<file path="config.mk">
export PLATFORM = sky130hd
export DESIGN_NAME = directional_nearest_rect_picker
export DESIGN_NICKNAME = d
export VERILOG_FILES = /design/src/rtl/dnrp_pkg.sv /design/src/rtl/dnrp_geom.sv /design/src/rtl/dnrp_square.sv /design/src/rtl/dnrp_select.sv /design/src/rtl/directional_nearest_rect_picker.sv
export SDC_FILE = /design/constraint.sdc
export NUM_CORES = 2
export LEC_CHECK = 0
export BUFFER_PORTS_ARGS = -buffer_cell sky130_fd_sc_hd__buf_2
export CAP_MARGIN = 20
export CORE_MARGIN = 4
export CORE_UTILIZATION = 50
export DETAILED_ROUTE_END_ITERATION = 8
export PLACE_DENSITY = 0.66
export SLEW_MARGIN = 20
export SYNTH_ARGS = -nofsm -noshare
export SYNTH_HDL_FRONTEND = slang
export SYNTH_SLANG_ARGS = --single-unit
</file>
<file path="constraint.sdc">
create_clock -name clk -period 16.9 [get_ports clk]
set_clock_uncertainty 0.2 [all_clocks]
set_input_delay 0.845 -clock clk [delete_from_list [all_inputs] [get_ports clk]]
set_output_delay 0.845 -clock clk [all_outputs]
set_load 0.05 [all_outputs]
</file>
<file path="src/rtl/dnrp_pkg.sv">
// Shared definitions for the directional nearest-rectangle picker.
// Holds default sizes, register indexes, direction codes and the stage control struct.
// No dependencies.
package dnrp_pkg;

  localparam int TAG_BITS_DEF   = 8;
  localparam int COORD_BITS_DEF = 16;
  localparam int CFG_IDX_BITS   = 3;

  typedef enum logic [CFG_IDX_BITS-1:0] {
    REG_REF_X   = 3'd0,
    REG_REF_Y   = 3'd1,
    REG_REF_W   = 3'd2,
    REG_REF_H   = 3'd3,
    REG_DIR_SEL = 3'd4
  } cfg_reg_t;

  typedef enum logic [1:0] {
    DIR_UP    = 2'd0,
    DIR_DOWN  = 2'd1,
    DIR_LEFT  = 2'd2,
    DIR_RIGHT = 2'd3
  } dir_t;

  // Per-candidate control carried down the pipeline.
  typedef struct packed {
    logic qual;
    logic last;
  } ctl_t;

endpackage

</file>
<file path="src/rtl/dnrp_geom.sv">
// Geometry stage: doubled centers, direction test and center offsets.
// Registers the offsets and the control bits. Depends on dnrp_pkg.
module dnrp_geom import dnrp_pkg::*; #(
  parameter int TAG_BITS   = TAG_BITS_DEF,
  parameter int COORD_BITS = COORD_BITS_DEF
) (
  input  logic                         clk,
  input  logic                         en,
  input  logic signed [COORD_BITS-1:0] ref_x,
  input  logic signed [COORD_BITS-1:0] ref_y,
  input  logic        [COORD_BITS-2:0] ref_w,
  input  logic        [COORD_BITS-2:0] ref_h,
  input  dir_t                         dir_sel,
  input  logic signed [COORD_BITS-1:0] cand_x,
  input  logic signed [COORD_BITS-1:0] cand_y,
  input  logic        [COORD_BITS-2:0] cand_w,
  input  logic        [COORD_BITS-2:0] cand_h,
  input  logic        [TAG_BITS-1:0]   cand_tag,
  input  logic                         cand_skip,
  input  logic                         is_last,
  output logic signed [COORD_BITS+2:0] dx,
  output logic signed [COORD_BITS+2:0] dy,
  output logic        [TAG_BITS-1:0]   tag,
  output ctl_t                         ctl
);

  localparam int CTR_BITS = COORD_BITS + 2;

  logic signed [CTR_BITS-1:0]   rcx, rcy, ccx, ccy;
  logic signed [COORD_BITS+2:0] dx_next, dy_next;
  logic                         ahead;

  always_comb begin
    rcx = ({{2{ref_x[COORD_BITS-1]}}, ref_x} << 1) + {3'b000, ref_w};
    rcy = ({{2{ref_y[COORD_BITS-1]}}, ref_y} << 1) + {3'b000, ref_h};
    ccx = ({{2{cand_x[COORD_BITS-1]}}, cand_x} << 1) + {3'b000, cand_w};
    ccy = ({{2{cand_y[COORD_BITS-1]}}, cand_y} << 1) + {3'b000, cand_h};
    dx_next = {rcx[CTR_BITS-1], rcx} - {ccx[CTR_BITS-1], ccx};
    dy_next = {rcy[CTR_BITS-1], rcy} - {ccy[CTR_BITS-1], ccy};
    case (dir_sel)
      DIR_UP:    ahead = rcy > ccy;
      DIR_DOWN:  ahead = rcy < ccy;
      DIR_LEFT:  ahead = rcx > ccx;
      DIR_RIGHT: ahead = rcx < ccx;
      default:   ahead = 1'b0;
    endcase
  end

  always_ff @(posedge clk) begin
    if (en) begin
      dx       <= dx_next;
      dy       <= dy_next;
      tag      <= cand_tag;
      ctl.qual <= ahead && !cand_skip;
      ctl.last <= is_last;
    end
  end

endmodule

</file>
<file path="src/rtl/dnrp_square.sv">
// Square stage: one signed square per axis, registered.
// Depends on dnrp_pkg.
module dnrp_square import dnrp_pkg::*; #(
  parameter int TAG_BITS   = TAG_BITS_DEF,
  parameter int COORD_BITS = COORD_BITS_DEF
) (
  input  logic                           clk,
  input  logic                           en,
  input  logic signed [COORD_BITS+2:0]   dx,
  input  logic signed [COORD_BITS+2:0]   dy,
  input  logic        [TAG_BITS-1:0]     tag_in,
  input  ctl_t                           ctl_in,
  output logic        [2*COORD_BITS+3:0] sq_x,
  output logic        [2*COORD_BITS+3:0] sq_y,
  output logic        [TAG_BITS-1:0]     tag,
  output ctl_t                           ctl
);

  localparam int DIFF_BITS = COORD_BITS + 3;
  localparam int SQ_BITS   = 2 * COORD_BITS + 4;

  logic signed [2*DIFF_BITS-1:0] prod_x, prod_y;

  // Offsets stay below 2**(COORD_BITS+2) in magnitude, so the squares fit.
  assign prod_x = dx * dx;
  assign prod_y = dy * dy;

  always_ff @(posedge clk) begin
    if (en) begin
      sq_x <= prod_x[SQ_BITS-1:0];
      sq_y <= prod_y[SQ_BITS-1:0];
      tag  <= tag_in;
      ctl  <= ctl_in;
    end
  end

endmodule

</file>
<file path="src/rtl/dnrp_select.sv">
// Running minimum of squared distances and the result register.
// Depends on dnrp_pkg.
module dnrp_select import dnrp_pkg::*; #(
  parameter int TAG_BITS   = TAG_BITS_DEF,
  parameter int COORD_BITS = COORD_BITS_DEF
) (
  input  logic                           clk,
  input  logic                           rst,
  input  logic                           en,
  input  logic        [2*COORD_BITS+3:0] sq_x,
  input  logic        [2*COORD_BITS+3:0] sq_y,
  input  logic        [TAG_BITS-1:0]     tag,
  input  ctl_t                           ctl,
  input  logic                           res_stall,
  output logic                           res_valid,
  output logic                           found,
  output logic        [TAG_BITS-1:0]     best_tag
);

  localparam int DIST_BITS = 2 * COORD_BITS + 5;

  logic [DIST_BITS-1:0] cand_dist;
  logic [DIST_BITS-1:0] best_dist;
  logic [TAG_BITS-1:0]  best_id;
  logic                 have_best;
  logic                 take;

  // A strict compare keeps the earlier candidate on equal distance.
  assign cand_dist = {1'b0, sq_x} + {1'b0, sq_y};
  assign take = ctl.qual && (!have_best || cand_dist < best_dist);

  always_ff @(posedge clk) begin
    if (rst) begin
      have_best <= 1'b0;
      res_valid <= 1'b0;
    end else begin
      if (en) begin
        have_best <= ctl.last ? 1'b0 : (have_best || take);
      end
      if (en && ctl.last) begin
        res_valid <= 1'b1;
      end else if (!res_stall) begin
        res_valid <= 1'b0;
      end
    end
  end

  always_ff @(posedge clk) begin
    if (en && take) begin
      best_dist <= cand_dist;
      best_id   <= tag;
    end
    if (en && ctl.last) begin
      found    <= have_best || take;
      best_tag <= take ? tag : (have_best ? best_id : '0);
    end
  end

  a_no_tag_when_none: assert property (@(posedge clk) disable iff (rst)
    res_valid && !found |-> best_tag == '0)
    else $error("result without a find carries a nonzero tag");

  a_clear_after_last: assert property (@(posedge clk) disable iff (rst)
    en && ctl.last |=> !have_best)
    else $error("search state not cleared after the last candidate");

  a_keep_after_qual: assert property (@(posedge clk) disable iff (rst)
    en && !ctl.last && ctl.qual |=> have_best)
    else $error("qualifying candidate not kept");

  a_load_on_last: assert property (@(posedge clk) disable iff (rst)
    en && ctl.last |=> res_valid)
    else $error("last candidate did not produce a result");

endmodule

</file>
<file path="src/rtl/directional_nearest_rect_picker.sv">
// Directional nearest-rectangle picker, top level. An accepted candidate passes the
// input, geometry and square registers and commits in the select stage; the result of a
// last candidate is valid from that commit. Throughput: one candidate per cycle while
// cand_stall is low, through input register, geometry, square and select stages.
// Synchronous active-high reset clears configuration, stage valid bits and search state.
module directional_nearest_rect_picker import dnrp_pkg::*; #(
  parameter int TAG_BITS   = TAG_BITS_DEF,
  parameter int COORD_BITS = COORD_BITS_DEF
) (
  input  logic                    clk,
  input  logic                    rst,
  // Configuration write port.
  input  logic                    cfg_we,
  input  logic [CFG_IDX_BITS-1:0] cfg_index,
  input  logic [COORD_BITS-1:0]   cfg_data,
  // Candidate channel.
  input  logic                    cand_valid,
  output logic                    cand_stall,
  input  logic [COORD_BITS-1:0]   cand_x,
  input  logic [COORD_BITS-1:0]   cand_y,
  input  logic [COORD_BITS-2:0]   cand_w,
  input  logic [COORD_BITS-2:0]   cand_h,
  input  logic [TAG_BITS-1:0]     cand_tag,
  input  logic                    cand_skip,
  input  logic                    is_last,
  // Result channel.
  output logic                    res_valid,
  input  logic                    res_stall,
  output logic                    found,
  output logic [TAG_BITS-1:0]     best_tag
);

  // Configuration registers.
  logic signed [COORD_BITS-1:0] ref_x, ref_y;
  logic        [COORD_BITS-2:0] ref_w, ref_h;
  dir_t                         dir_sel;

  // Stage one: the accepted transaction, held as received.
  logic                         v1;
  logic signed [COORD_BITS-1:0] s1_x, s1_y;
  logic        [COORD_BITS-2:0] s1_w, s1_h;
  logic        [TAG_BITS-1:0]   s1_tag;
  logic                         s1_skip, s1_last;

  // Stage two: center offsets.
  logic                         v2;
  logic signed [COORD_BITS+2:0] s2_dx, s2_dy;
  logic        [TAG_BITS-1:0]   s2_tag;
  ctl_t                         s2_ctl;

  // Stage three: squares.
  logic                           v3;
  logic        [2*COORD_BITS+3:0] s3_sqx, s3_sqy;
  logic        [TAG_BITS-1:0]     s3_tag;
  ctl_t                           s3_ctl;

  logic res_free, go1, go2, go3, accept;

  // Each stage moves on when the next one is empty or moving too. Only a last
  // candidate needs room in the result register; other candidates commit even
  // while a finished result waits to be taken.
  assign res_free   = !res_valid || !res_stall;
  assign go3        = v3 && (!s3_ctl.last || res_free);
  assign go2        = v2 && (!v3 || go3);
  assign go1        = v1 && (!v2 || go2);
  assign cand_stall = v1 && !go1;
  assign accept     = cand_valid && !cand_stall;

  always_ff @(posedge clk) begin
    if (rst) begin
      ref_x   <= '0;
      ref_y   <= '0;
      ref_w   <= '0;
      ref_h   <= '0;
      dir_sel <= DIR_UP;
    end else if (cfg_we) begin
      case (cfg_index)
        REG_REF_X:   ref_x   <= cfg_data;
        REG_REF_Y:   ref_y   <= cfg_data;
        REG_REF_W:   ref_w   <= cfg_data[COORD_BITS-2:0];
        REG_REF_H:   ref_h   <= cfg_data[COORD_BITS-2:0];
        REG_DIR_SEL: dir_sel <= dir_t'(cfg_data[1:0]);
        default: begin
        end
      endcase
    end
  end

  always_ff @(posedge clk) begin
    if (rst) begin
      v1 <= 1'b0;
      v2 <= 1'b0;
      v3 <= 1'b0;
    end else begin
      v1 <= accept || (v1 && !go1);
      v2 <= go1 || (v2 && !go2);
      v3 <= go2 || (v3 && !go3);
    end
  end

  always_ff @(posedge clk) begin
    if (accept) begin
      s1_x    <= cand_x;
      s1_y    <= cand_y;
      s1_w    <= cand_w;
      s1_h    <= cand_h;
      s1_tag  <= cand_tag;
      s1_skip <= cand_skip;
      s1_last <= is_last;
    end
  end

  dnrp_geom #(
    .TAG_BITS   (TAG_BITS),
    .COORD_BITS (COORD_BITS)
  ) u_geom (
    .clk       (clk),
    .en        (go1),
    .ref_x     (ref_x),
    .ref_y     (ref_y),
    .ref_w     (ref_w),
    .ref_h     (ref_h),
    .dir_sel   (dir_sel),
    .cand_x    (s1_x),
    .cand_y    (s1_y),
    .cand_w    (s1_w),
    .cand_h    (s1_h),
    .cand_tag  (s1_tag),
    .cand_skip (s1_skip),
    .is_last   (s1_last),
    .dx        (s2_dx),
    .dy        (s2_dy),
    .tag       (s2_tag),
    .ctl       (s2_ctl)
  );

  dnrp_square #(
    .TAG_BITS   (TAG_BITS),
    .COORD_BITS (COORD_BITS)
  ) u_square (
    .clk    (clk),
    .en     (go2),
    .dx     (s2_dx),
    .dy     (s2_dy),
    .tag_in (s2_tag),
    .ctl_in (s2_ctl),
    .sq_x   (s3_sqx),
    .sq_y   (s3_sqy),
    .tag    (s3_tag),
    .ctl    (s3_ctl)
  );

  dnrp_select #(
    .TAG_BITS   (TAG_BITS),
    .COORD_BITS (COORD_BITS)
  ) u_select (
    .clk       (clk),
    .rst       (rst),
    .en        (go3),
    .sq_x      (s3_sqx),
    .sq_y      (s3_sqy),
    .tag       (s3_tag),
    .ctl       (s3_ctl),
    .res_stall (res_stall),
    .res_valid (res_valid),
    .found     (found),
    .best_tag  (best_tag)
  );

  a_stall_only_when_full: assert property (@(posedge clk) disable iff (rst)
    cand_stall |-> v1 && v2 && v3)
    else $error("candidate stalled while a stage was free");

  a_commit_needs_room: assert property (@(posedge clk) disable iff (rst)
    go3 && s3_ctl.last |-> res_free)
    else $error("result committed over a waiting result");

  a_stage_three_holds: assert property (@(posedge clk) disable iff (rst)
    v3 && !go3 |=> v3 && $stable(s3_tag))
    else $error("blocked candidate lost in the square stage");

endmodule
</file>
==> results_tabular.tex <==
\begin{tabular}{lr}
\hline
Metric & Value \\
\hline
\multicolumn{2}{l}{\textbf{Global route}} \\
Vias in the first global route & around 29000 \\
Pin count of the biggest net entering global routing & a little over 70 \\
Number of antenna violations at the first check in global routing & 5 \\
Overall global routing resource usage & 20.53\% \\
Total overflow reported by the global router & 0 \\
First-pass GRT wire length & roughly 140000 um \\
\multicolumn{2}{l}{\textbf{Clocking}} \\
CTS H-tree depth & 2 \\
Maximum buffer depth of the clock tree & 3 \\
Inserted Clock Buffers & 37 \\
Count of clock tree sinks & roughly 320 \\
Post-CTS setup buffer count & 0 \\
Register clock-pin slew on the reported worst setup and hold paths & around 0.06 ns \\
Number of gates given a new drive strength after cts & 0 \\
Number of buffers inserted for hold repair after clock tree synthesis & 0 \\
Root buf cell & clkbuf\_16 \\
Clock network latency to the later pin of the worst-skew pair & approximately 0.56 ns \\
TritonCTS clock tree & built \\
\multicolumn{2}{l}{\textbf{Synthesis}} \\
Number of flops mapped to enable cells by yosys & roughly 250 \\
Syn avg cell area & 10.06 um2 \\
Net count after synthesis & between 5000 and 6000 \\
Most used flip-flop cell after synthesis & edfxtp\_1 \\
Area share of the leading cell type in the synthesized netlist & roughly a third \\
Flop and latch count out of synthesis & 323 \\
Synthesized instance count & approximately 4000 \\
Async set-reset flop share out of synthesis & 0\% \\
Sequential element share of the synthesized area & between 20 and 25\% \\
Post-synthesis cell type with the largest combined area & fa\_1 \\
Yosys Warn Count & 0 \\
Yosys cell types & 76 \\
Cell types occupying the most area after synthesis & fa\_1 32\%, edfxtp\_1 19\%, ha\_1 13\%, inv\_1 8.0\%, nand2\_1 4.1\% \\
Synthesized cell area & just over 0.04 mm2 \\
\multicolumn{2}{l}{\textbf{Timing}} \\
Unrepaired setup endpoints after global routing & false \\
Max-slew violation count & 0 \\
Transition time of the tightest slew-check pin & roughly 1.1 ns \\
Fin Hold WS & roughly 0.22 ns \\
Highest attainable clock frequency & approximately 130 MHz \\
Final worst-path cycle share & between 40\% and 50\% \\
Normalized max-slew margin & between 20\% and 30\% \\
Post-layout min period & around 7.4 ns \\
Final worst-path setup slack & between 9 and 10 ns \\
Final setup violating endpoints & 0 \\
Endpoints failing hold & 0 \\
Setup tns final & 0 ns \\
\multicolumn{2}{l}{\textbf{Die}} \\
Vertical die dimension & 292.1 um \\
Die width & 292.1 um \\
Initial cell density of the core & 50.75\% \\
Count of standard-cell rows & slightly above 100 \\
I/O pin cnt & between 100 and 150 \\
Placeable core region & $\sim$0.080 mm2 \\
Die Outline Area & approximately 0.085 mm2 \\
\multicolumn{2}{l}{\textbf{Worst setup path}} \\
Data arrival, critical path & about 7.5 ns \\
Required time of the worst setup path & roughly 17 ns \\
Crit Reg-Reg Startpoint & u\_geom.dy[5] \\
Setup crit start & u\_geom.dy[5] \\
Longest individual stage delay on the worst path & roughly 0.81 ns \\
Kind of cell with the highest combined delay on the critical path & adder cells \\
Number of cells on the critical path & 20 \\
Startpoint-to-endpoint class of the critical path & reg -> reg \\
Slowest cell on the critical path & edfxtp\_1 \\
Worst-case reg-to-reg path depth & 20 \\
Cells along the critical path & inv\_1 > nor2\_1 > inv\_1 > fa\_1 > fa\_1 > fa\_1 > inv\_1 > fa\_1 > fa\_1 > fa\_1 > fa\_1 > ha\_1 > o21ai\_0 > a31oi\_1 > o21a\_1 > o21ai\_0 > a221oi\_1 > o21ai\_1 > a211oi\_2 > o311ai\_1 \\
Peak fanout along the critical path & 18 \\
Minimum setup slack among reg-to-reg paths & around 9.5 ns \\
Sort of element at the start of the critical path & register \\
Worst Path Buf+Inv & 3 \\
Kind of capture point of the worst setup path & register \\
Cell occurring most often along the worst timing path & fa\_1 \\
Crit path capture & u\_square.sq\_y[33] \\
Crit Reg-Reg Endpoint & u\_square.sq\_y[33] \\
\multicolumn{2}{l}{\textbf{Finish}} \\
Cell area after layout & roughly 0.043 mm2 \\
Post-layout net count & 5232 \\
Area added between synthesis and finish & 7.075\% \\
Fraction of layout instances using a drive strength above 1 & around 5.7\% \\
\multicolumn{2}{l}{\textbf{Routing}} \\
Routed Wire Length & 84850 um \\
Vias/cell & between 5 and 6 \\
Number of vias after detailed routing & approximately 27000 \\
Post-DRT Antenna Nets & 0 \\
Routed wirelength normalized by instance count & $\sim$16 um \\
DRC errors left & 0 \\
Drt first pass iters & 6 \\
1st-iter DRT viols & about 1400 \\
\multicolumn{2}{l}{\textbf{Place}} \\
Quantity of I/O buffers inserted on ports & around 110 \\
Detail Placement HPWL & 69490 um \\
Routability-driven placement congestion ratio & 0.8810 \\
Pre-CTS worst setup slack & $\sim$9.5 ns \\
Post-detailed-placement cell area & 0.04203 mm2 \\
\multicolumn{2}{l}{\textbf{Worst hold path}} \\
Beginning of the worst hold path & u\_geom.tag[2] \\
Type of the worst min-delay path & reg -> reg \\
\multicolumn{2}{l}{\textbf{Outcome}} \\
Result of the run & complete, no violations \\
\multicolumn{2}{l}{\textbf{Flow run}} \\
Number of max-cap violations & 0 \\
\hline
\end{tabular}
-- synth_stat cells, drive strengths merged (3+ instances only) --
library cell	number
inv	860
a2111oi	6
mux2i	16
nor2b	45
o21bai	28
a221oi	3
dfxtp	69
edfxtp	254
xor2	80
o31ai	9
clkbuf	99
o211ai	10
a21boi	6
nor2	151
nand4	23
and3	16
a211oi	25
o311ai	5
o22ai	3
mux2	4
nor3b	3
or2	13
nand3	31
a21oi	190
a31o	10
o21ai	73
o221ai	3
nand2	445
or3	10
nand2b	21
o21a	24
ha	408
fa	646
a31oi	17
o2111ai	5
xnor2	137
o31a	5
nor3	43
a21o	67
and2	104
nor4	12
-- cells by family after synthesis --
group	share of synthesized area (%)
flip-flops	22.32
AO/OA/AOI/OAI	8.310
buffers and inverters	8.930
AND/OR/NAND/NOR	10.52
multiplexers	0.5085
XOR/XNOR	4.710
adder cells (fa/ha/maj)	44.70
-- how the worst min path moves through the flow --
stage	cells past startpoint	to	slack (ns)
after floorplan	0	u_geom.ctl[0]	0.20
after global placement	0	u_square.tag[3]	0.20
after detailed placement	0	u_square.tag[2]	0.21
after CTS	0	u_square.tag[1]	0.22
after global routing	0	u_geom.tag[0]	0.23
final	0	u_square.tag[2]	0.22
-- flip-flops by register name, indices dropped and copies added, names as in the netlist, 16 cells and up --
name,flops
u_select.best_dist,37
ref_x,16
s1_x,16
u_geom.dy,19
u_geom.dx,19
ref_y,16
u_square.sq_y,35
s1_y,16
u_square.sq_x,35
-- routing by layer --
metal	global-route usage, %	vias up	wire, um
met5	0	-	0
met1	26.63	13351	35990
met4	5.547	0	2471
li1	-	12895	-
met2	36.42	564	42940
met3	2.594	137	3448
-- placed cells by master, fill, tap and decap left out, types with 43 or more instances in the layout --
cell type and n:
nor3_1 43, fa_1 646, ha_1 408, xor2_1 80, nor2_1 150, o21ai_0 64, dfxtp_1 69, edfxtp_1 254
and2_1 103, nor2b_1 43, a21o_1 67, inv_1 860, nand2_1 445, xnor2_1 137, buf_2 106, a21oi_1 188
-- area by class of cell --
type / count / area, um2
Clock inverter: 14 / 111.4
Sequential cell: 323 / 9009
Timing Repair Buffer: 130 / 710.7
Multi-Input combinational cell: 2730 / 27780
Fill cell: 7045 / 36310
Tap cell: 1050 / 1314
Clock buffer: 53 / 1049
Inverter: 860 / 3228
Antenna cell: 5 / 12.51
-- per-stage QoR --
step,std cells,util [%]
after floorplan,4013,-
after global placement,5093,52.86
after detailed placement,5093,52.86
after CTS,5160,54.32
after global routing,5160,54.32
final,5165,54.34
Power is left out: the tool's default activity adds up to more than one toggle a clock period on the data nets, which glitch-free logic cannot reach.
